`config.mk`:
```
export PLATFORM = sky130hd
export DESIGN_NAME = vsmm_ctrl
export DESIGN_NICKNAME = d
export VERILOG_FILES = /design/src/rtl/vsmm_pkg.sv /design/src/rtl/vsmm_ctrl.sv
export SDC_FILE = /design/constraint.sdc
export NUM_CORES = 1
export LEC_CHECK = 0
export BUFFER_PORTS_ARGS = -buffer_cell sky130_fd_sc_hd__buf_2
export CAP_MARGIN = 5
export CELL_PAD_IN_SITES_DETAIL_PLACEMENT = 1
export CELL_PAD_IN_SITES_GLOBAL_PLACEMENT = 1
export CORE_AREA = 10 10 47 49
export CTS_CLUSTER_DIAMETER = 120
export CTS_CLUSTER_SIZE = 40
export DETAILED_ROUTE_END_ITERATION = 16
export DIE_AREA = 0 0 57 59
export GPL_TIMING_DRIVEN = 0
export HOLD_SLACK_MARGIN = 0.03
export PLACE_DENSITY_LB_ADDON = 0.1
export SLEW_MARGIN = 20
export SYNTH_ARGS = -nofsm -noshare
export SYNTH_HDL_FRONTEND = slang
export SYNTH_SLANG_ARGS = --single-unit
export TNS_END_PERCENT = 50
```
`constraint.sdc`:
```
create_clock -name clk -period 3.8 [get_ports clk]
set_clock_uncertainty 0.05 [all_clocks]
set_input_delay 0.76 -clock clk [delete_from_list [all_inputs] [get_ports clk]]
set_output_delay 0.76 -clock clk [all_outputs]
set_load 0.01 [all_outputs]
```
`src/rtl/vsmm_pkg.sv`:
```
// Package with the word types, fixed widths and controller states of the moving mean unit.
package vsmm_pkg;

    localparam int SAMPLE_BITS   = 32;
    localparam int WIN_LEN_BITS  = 9;
    localparam int WIN_LEN_RESET = 16;

    typedef struct packed {
        logic signed [SAMPLE_BITS-1:0] sample;
        logic                          sample_valid;
        logic                          sample_missing;
    } in_word_t;

    typedef struct packed {
        logic signed [SAMPLE_BITS-1:0] mean;
        logic                          mean_present;
    } out_word_t;

    typedef enum logic [1:0] {
        ST_IDLE,
        ST_UPDATE,
        ST_DIVIDE,
        ST_OUTPUT
    } ctrl_state_t;

    typedef struct packed {
        logic accept;
        logic update;
        logic load_out;
    } ctrl_cmd_t;

    typedef struct packed {
        logic div_busy;
        logic out_free;
    } dp_status_t;

endpackage

```
`src/rtl/vsmm_ctrl.sv`:
```
// Controller state machine of the moving mean unit.
module vsmm_ctrl (
    input  logic                  clk,
    input  logic                  rst_n,
    input  logic                  in_valid,
    output logic                  in_stall,
    input  vsmm_pkg::dp_status_t  status,
    output vsmm_pkg::ctrl_cmd_t   cmd
);

    vsmm_pkg::ctrl_state_t state_reg, state_next;

    always_comb
    begin
        state_next = state_reg;
        unique case (state_reg)
            vsmm_pkg::ST_IDLE:
            begin
                if (in_valid)
                begin
                    state_next = vsmm_pkg::ST_UPDATE;
                end
            end
            vsmm_pkg::ST_UPDATE:
            begin
                state_next = vsmm_pkg::ST_DIVIDE;
            end
            vsmm_pkg::ST_DIVIDE:
            begin
                if (!status.div_busy)
                begin
                    state_next = vsmm_pkg::ST_OUTPUT;
                end
            end
            vsmm_pkg::ST_OUTPUT:
            begin
                if (status.out_free)
                begin
                    state_next = vsmm_pkg::ST_IDLE;
                end
            end
            default:
            begin
                state_next = vsmm_pkg::ST_IDLE;
            end
        endcase
    end

    always_comb
    begin
        in_stall     = 1'b1;
        cmd.accept   = 1'b0;
        cmd.update   = 1'b0;
        cmd.load_out = 1'b0;
        unique case (state_reg)
            vsmm_pkg::ST_IDLE:
            begin
                in_stall   = 1'b0;
                cmd.accept = in_valid;
            end
            vsmm_pkg::ST_UPDATE:
            begin
                cmd.update = 1'b1;
            end
            vsmm_pkg::ST_DIVIDE:
            begin
            end
            vsmm_pkg::ST_OUTPUT:
            begin
                cmd.load_out = status.out_free;
            end
            default:
            begin
            end
        endcase
    end

    always_ff @(posedge clk or negedge rst_n)
    begin
        if (!rst_n)
        begin
            state_reg <= vsmm_pkg::ST_IDLE;
        end
        else
        begin
            state_reg <= state_next;
        end
    end

endmodule

```
==> results of run 1 <==
kinds of logic (layout without fill, tap and decap cells):
group                    count (synthesis)  count (layout)
flip-flops                               2               2
buffers and inverters                    4              15
multiplexers                             2               2
AND/OR/NAND/NOR                          4               4
adder cells (fa/ha/maj)                  4               4
AO/OA/AOI/OAI                            1               1
cells in the mapped netlist:
library cell  count
mux2i_1           1
mux2_1            1
and2_1            2
nor2_1            1
dfrtp_1           2
ha_1              4
o221ai_2          1
nand2_1           1
inv_2             1
inv_1             3
placed cells by master, fill, tap and decap left out:
cell      count
inv_1         3
and2_1        2
dfrtp_1       2
clkbuf_4      3
nand2_1       1
buf_2         8
o221ai_2      1
nor2_1        1
ha_1          4
mux2_1        1
mux2i_1       1
inv_2         1
power by group through the flow:
stage                     combinational (mW)  sequential [mW]  clock [mW]
final                                  0.109           0.0447      0.0460
after CTS                              0.115           0.0452      0.0502
after detailed placement               0.115           0.0454           0
after global placement                 0.114           0.0456           0
after global routing                   0.126           0.0469      0.0507
after floorplan                       0.0812           0.0421           0
critical path, cell delays in order, from the launching register on:
cell and delay, ns:
dfrtp_1 0.37, inv_1 0.08, ha_1 0.24, and2_1 0.14, buf_2 0.13
per-stage QoR:
| stage | setup WS, ns | utilization (%) |
|---|---|---|
| 6_report | 1.81 | 18.1 |
| 5_1_grt | 1.70 | 18.1 |
| 4_1_cts | 1.78 | 18.1 |
| 3_5_place_dp | 1.84 | 16.5 |
| 3_3_place_gp | 1.84 | 16.5 |
| 2_1_floorplan | 2.07 | - |
routing by layer:
metal  vias to the layer above  GRT usage (%)
li1                         78              -
met2                         7           4.34
met5                         -              0
met3                         0           2.58
met1                        67           2.38
met4                         0           4.03
final timing paths:
kind,cells after the start,startpoint,endpoint,slack [ns]
max,4,state_reg[0],cmd[2],1.81
min reg2reg,1,state_reg[1],state_reg[1],0.51
max in group asynchronous,1,rst_n,state_reg[0],3.34
min in group clk,1,state_reg[1],state_reg[1],0.51
min,1,rst_n,state_reg[1],0.27
max reg2reg,5,state_reg[0],state_reg[1],2.35
final cells by class:
class,count,area [µm²]
clock buffer,3,22.5
fill,181,1150
inverter,4,15.0
multi-input combinational,11,106
sequential,2,50.0
tap,16,20.0
timing repair buffer,8,40.0
==> flow_metrics.tcl, run 1 <==
set metrics [dict create \
    outcome "complete, no violations" \
    place_inst 41 \
    stdcell_count 44 \
    cts_tree "built" \
    clk_latency_ns 0.22 \
    final_hold_viol_count 0 \
    grt_max_degree 5 \
    numPortBuffers 8 \
    power_density_mw_per_mm2 786 \
    syn_area_um2 171 \
    grt_overflow_total 0 \
    synth.area.top_cells "dfrtp_1 (29%), ha_1 (29%), o221ai_2 (8.8%)" \
    whs_ns 0.267 \
    place_congestion 0.657 \
    period_needed_ns 1.99 \
    root_buffer "clkbuf_4" \
    arrival_ns 1.18 \
    fmax_ghz 0.501 \
    clkPwrFrac_pct 23.0 \
    cts_max_path_buffers 2 \
    required_ns 2.99 \
    p_switching_uw 80.1 \
    postCtsSetupRepairBufs 0 \
    fin_tns_setup_ns 0 \
    top_layer_used "met3" \
    ctsHoldBuffers 0 \
    drtIter0Drc 3 \
    ys_seq_area_share_pct 29.2 \
    grt_first_pass_wirelength_um 779 \
    largest_register_ffs 2 \
    synth_top_family_by_area "adder cells" \
    track_usage_pct 3.11 \
    clk_pin_slew_worst_paths_ns 0.03 \
    p_leak_nw 0.138 \
    wl_um 416 \
    sw_frac_of_total_pct 40.1 \
    drc 0 \
    synth_top_area_share_pct 29.2 \
    synth_compound_area_share_pct 8.76 \
    relSlewSlack_pct 85.6 \
    grt_pass1_vias 190 \
    wl_per_cell_um 9.45 \
    power.total_uw 200 \
    crit_fanout 3 \
    die-height_um 59 \
    cts.repair.resized 0 \
    met1_length_um 171 \
    final_net_count 39 \
    drt_first_pass_iters 3 \
    synth_mux_area_share_pct 12.4 \
    syn_inst 17 \
    finalCritPeriodShare_pct 52.5 \
    num_rows 14 \
    intPower_uw 120 \
    setup_viol 0 \
    crit_path_start_kind "register" \
    criticalPathCategory "reg -> out" \
    timing_max_transition_violations_final 0 \
    fp.coreArea_mm2 0.00140 \
    rsz0062_at_grt "no" \
    dp_hpwl_um 373 \
    yosysUniqueCellTypes 10 \
    wl_met3_um 51 \
    met2_length_um 194 \
    cts.sinks 2 \
    end_kind "output port" \
    drive_gt1_share_pct 46.4 \
    htreeDepth 1 \
    vias_per_cell 3.45 \
    dieArea_mm2 0.00336 \
    antenna_cells 0 \
    placement.cell_area_um2 231 \
    p_seq_share_pct 22.4 \
    fin_area_um2 254 \
    ys_warn_count 0 \
    synthXorXnorAreaFrac_pct 0 \
    synthToLayoutAreaGrowth_pct 48.2 \
    worst_pin_slew_ns 0.216 \
    synthSimpleGateAreaFrac_pct 11.7 \
    synthAdderAreaFrac_pct 29.2 \
    antenna_found_initial 0 \
    maxCapViolCount 0 \
    min_path_type "in -> async" \
    pwr-share-comb_pct 54.6 \
    vias 152 \
    die_x_um 57 \
    initial_utilization_pct 12.2 \
    syn_area_per_cell_um2 10.1 \
    ys_ff_latch 2 \
    yosysTopAreaCell "dfrtp_1" \
    cts_made_buffers 3 \
    antenna_left 0 \
    synth_nets 26 \
    boundaryPins 9 \
    vdd_drop_max_mv 0.216 \
]
(Power assumes the default switching activity.)
==> inputs of run 2 (changes only) <==
Settings changed: ABC_AREA set to 1.
Clock period 3.8 ns to 1.7 ns, I/O delays scaled along.
==> flow_metrics.tcl, run 2 <==
set metrics [dict create \
    outcome "complete, no violations" \
    p_leak_nw 0.189 \
    ys_ff_latch 2 \
    regArea_um2 50.0 \
    drive_gt1_share_pct 33.3 \
    intPower_uw 265 \
    min_path_type "in -> async" \
    synthArstFlopShare_pct 100 \
    p_seq_share_pct 21.8 \
    grt_first_pass_wirelength_um 959 \
    timing_max_transition_violations_final 0 \
    vias 199 \
    power_density_mw_per_mm2 1670 \
    synthToLayoutAreaGrowth_pct 48.1 \
    syn_area_um2 193 \
    setup_viol 0 \
    ys_warn_count 0 \
    maxCapViolCount 0 \
    stdcell_count 55 \
    worst_pin_slew_ns 0.148 \
    fp.coreArea_mm2 0.00140 \
    die_x_um 57 \
    relSlewSlack_pct 90.1 \
    initial_utilization_pct 13.8 \
    crit_path_start_kind "register" \
    num_rows 14 \
    vdd_drop_max_mv 0.386 \
    p_switching_uw 210 \
    grt_overflow_total 0 \
    rsz0062_at_grt "no" \
    vias_per_cell 3.62 \
    end_kind "output port" \
    yosysTopAreaCell "dfrtp_1" \
    criticalPathCategory "reg -> out" \
    numPortBuffers 8 \
    ys_top_cells_by_count "nand2_1 (9), inv_1 (8), ha_1 (4), dfrtp_1 (2), nand4_1 (2)" \
    synth_edf_count 0 \
    clkPwrFrac_pct 21.3 \
    ys_seq_area_share_pct 26.0 \
    syn_inst 27 \
    fmax_ghz 0.654 \
    track_usage_pct 3.67 \
    syn_area_per_cell_um2 7.14 \
    wl_um 509 \
    yosysUniqueCellTypes 7 \
    synth_top_area_share_pct 26.0 \
    dieArea_mm2 0.00336 \
    synth_flop_cell "dfrtp_1" \
    dp_hpwl_um 439 \
    cts.repair.resized 0 \
    multi_input_area_um2 113 \
    postCtsSetupRepairBufs 0 \
    arrival_ns 1.14 \
    root_buffer "clkbuf_4" \
    antenna_found_initial 0 \
    n_fill_cell 182 \
    final_hold_viol_count 0 \
    final_net_count 50 \
    cts_made_buffers 3 \
    cts_tree "built" \
    synth.most_common_cell "nand2_1" \
    boundaryPins 9 \
    grt_max_degree 5 \
    place_inst 51 \
    synth.area.top_cells "dfrtp_1 (26%), ha_1 (26%), nand2_1 (18%)" \
    finalCritPeriodShare_pct 90.0 \
    whs_ns 0.384 \
    antenna_cells 0 \
    cts_max_path_buffers 2 \
    die-height_um 59 \
    drc 0 \
    final_common_cell "nand2_1" \
    fin_tns_setup_ns 0 \
    mostFrequentLayoutCells "nand2_1 (9), inv_1 (8), buf_2 (8)" \
    place_congestion 0.703 \
    antenna_left 0 \
    clk_latency_ns 0.22 \
    htreeDepth 1 \
    ctsHoldBuffers 1 \
    cts.sinks 2 \
    synth_nets 36 \
    pwr-share-comb_pct 57.0 \
    power.total_uw 475 \
    sw_frac_of_total_pct 44.2 \
    largest_register_ffs 2 \
    required_ns 1.31 \
    drtIter0Drc 1 \
    period_needed_ns 1.53 \
    wl_per_cell_um 9.25 \
    crit_fanout 4 \
    clk_pin_slew_worst_paths_ns 0.03 \
    grt_pass1_vias 237 \
    drt_first_pass_iters 2 \
]
run 2: logic make-up (layout without fill, tap and decap cells):
| family | after synthesis | count (layout) | share of synthesized area [%] |
|---|---|---|---|
| AND/OR/NAND/NOR | 13 | 13 | 32.5 |
| flip-flops | 2 | 2 | 26.0 |
| adder cells (fa/ha/maj) | 4 | 4 | 26.0 |
| buffers and inverters | 8 | 20 | 15.6 |
run 2: path summary, 6_finish.rpt:
path | from | to | slack [ns] | depth (start not counted)
min in group clk | status[1] | state_reg[1] | 0.42 | 4
max in group asynchronous | rst_n | state_reg[0] | 1.12 | 2
min reg2reg | state_reg[1] | state_reg[1] | 0.49 | 2
max | state_reg[0] | cmd[2] | 0.17 | 5
max reg2reg | state_reg[0] | state_reg[0] | 0.51 | 6
min | rst_n | state_reg[1] | 0.38 | 2
run 2: final cells by class:
| cell class | instances | area share (%) |
|---|---|---|
| clock buffers | 3 | 7.89 |
| flip-flops and latches | 2 | 17.5 |
| inverters | 8 | 10.5 |
| repair buffers | 9 | 17.5 |
| multi-input cells | 17 | 39.5 |
| well taps | 16 | 7.02 |
run 2: through the flow:
stage / setup slack (ns) / cell area (µm²) / utilization, %
3_5_place_dp: 0.380 / 253 / 18.0
2_1_floorplan: 0.543 / 193 / -
3_3_place_gp: 0.379 / 253 / 18.0
5_1_grt: 0.0724 / 285 / 20.4
4_1_cts: 0.146 / 285 / 20.4
6_report: 0.171 / 285 / 20.4
run 2: critical path, stage by stage (launching register included):
cell     delay (ns)
dfrtp_1        0.39
inv_1          0.08
ha_1           0.23
nand2_1        0.07
inv_1          0.03
buf_2          0.12
run 2: per-layer routing:
layer / part of all wire, % / track usage, % / wire, µm / up-vias
met3: 5.5 / 1.50 / 28 / 0
li1: - / - / - / 104
met2: 55 / 5.74 / 282 / 3
met4: 0 / 4.03 / 0 / 0
met1: 39 / 3.44 / 198 / 92
met5: 0 / 0 / 0 / -
run 2: power by group through the flow:
stage | sequential, mW | combinational (mW) | clock [mW]
floorplan | 0.0958 | 0.194 | 0
detailed placement | 0.104 | 0.279 | 0
global placement | 0.106 | 0.275 | 0
global route | 0.108 | 0.327 | 0.112
CTS | 0.104 | 0.283 | 0.108
finish | 0.103 | 0.271 | 0.101
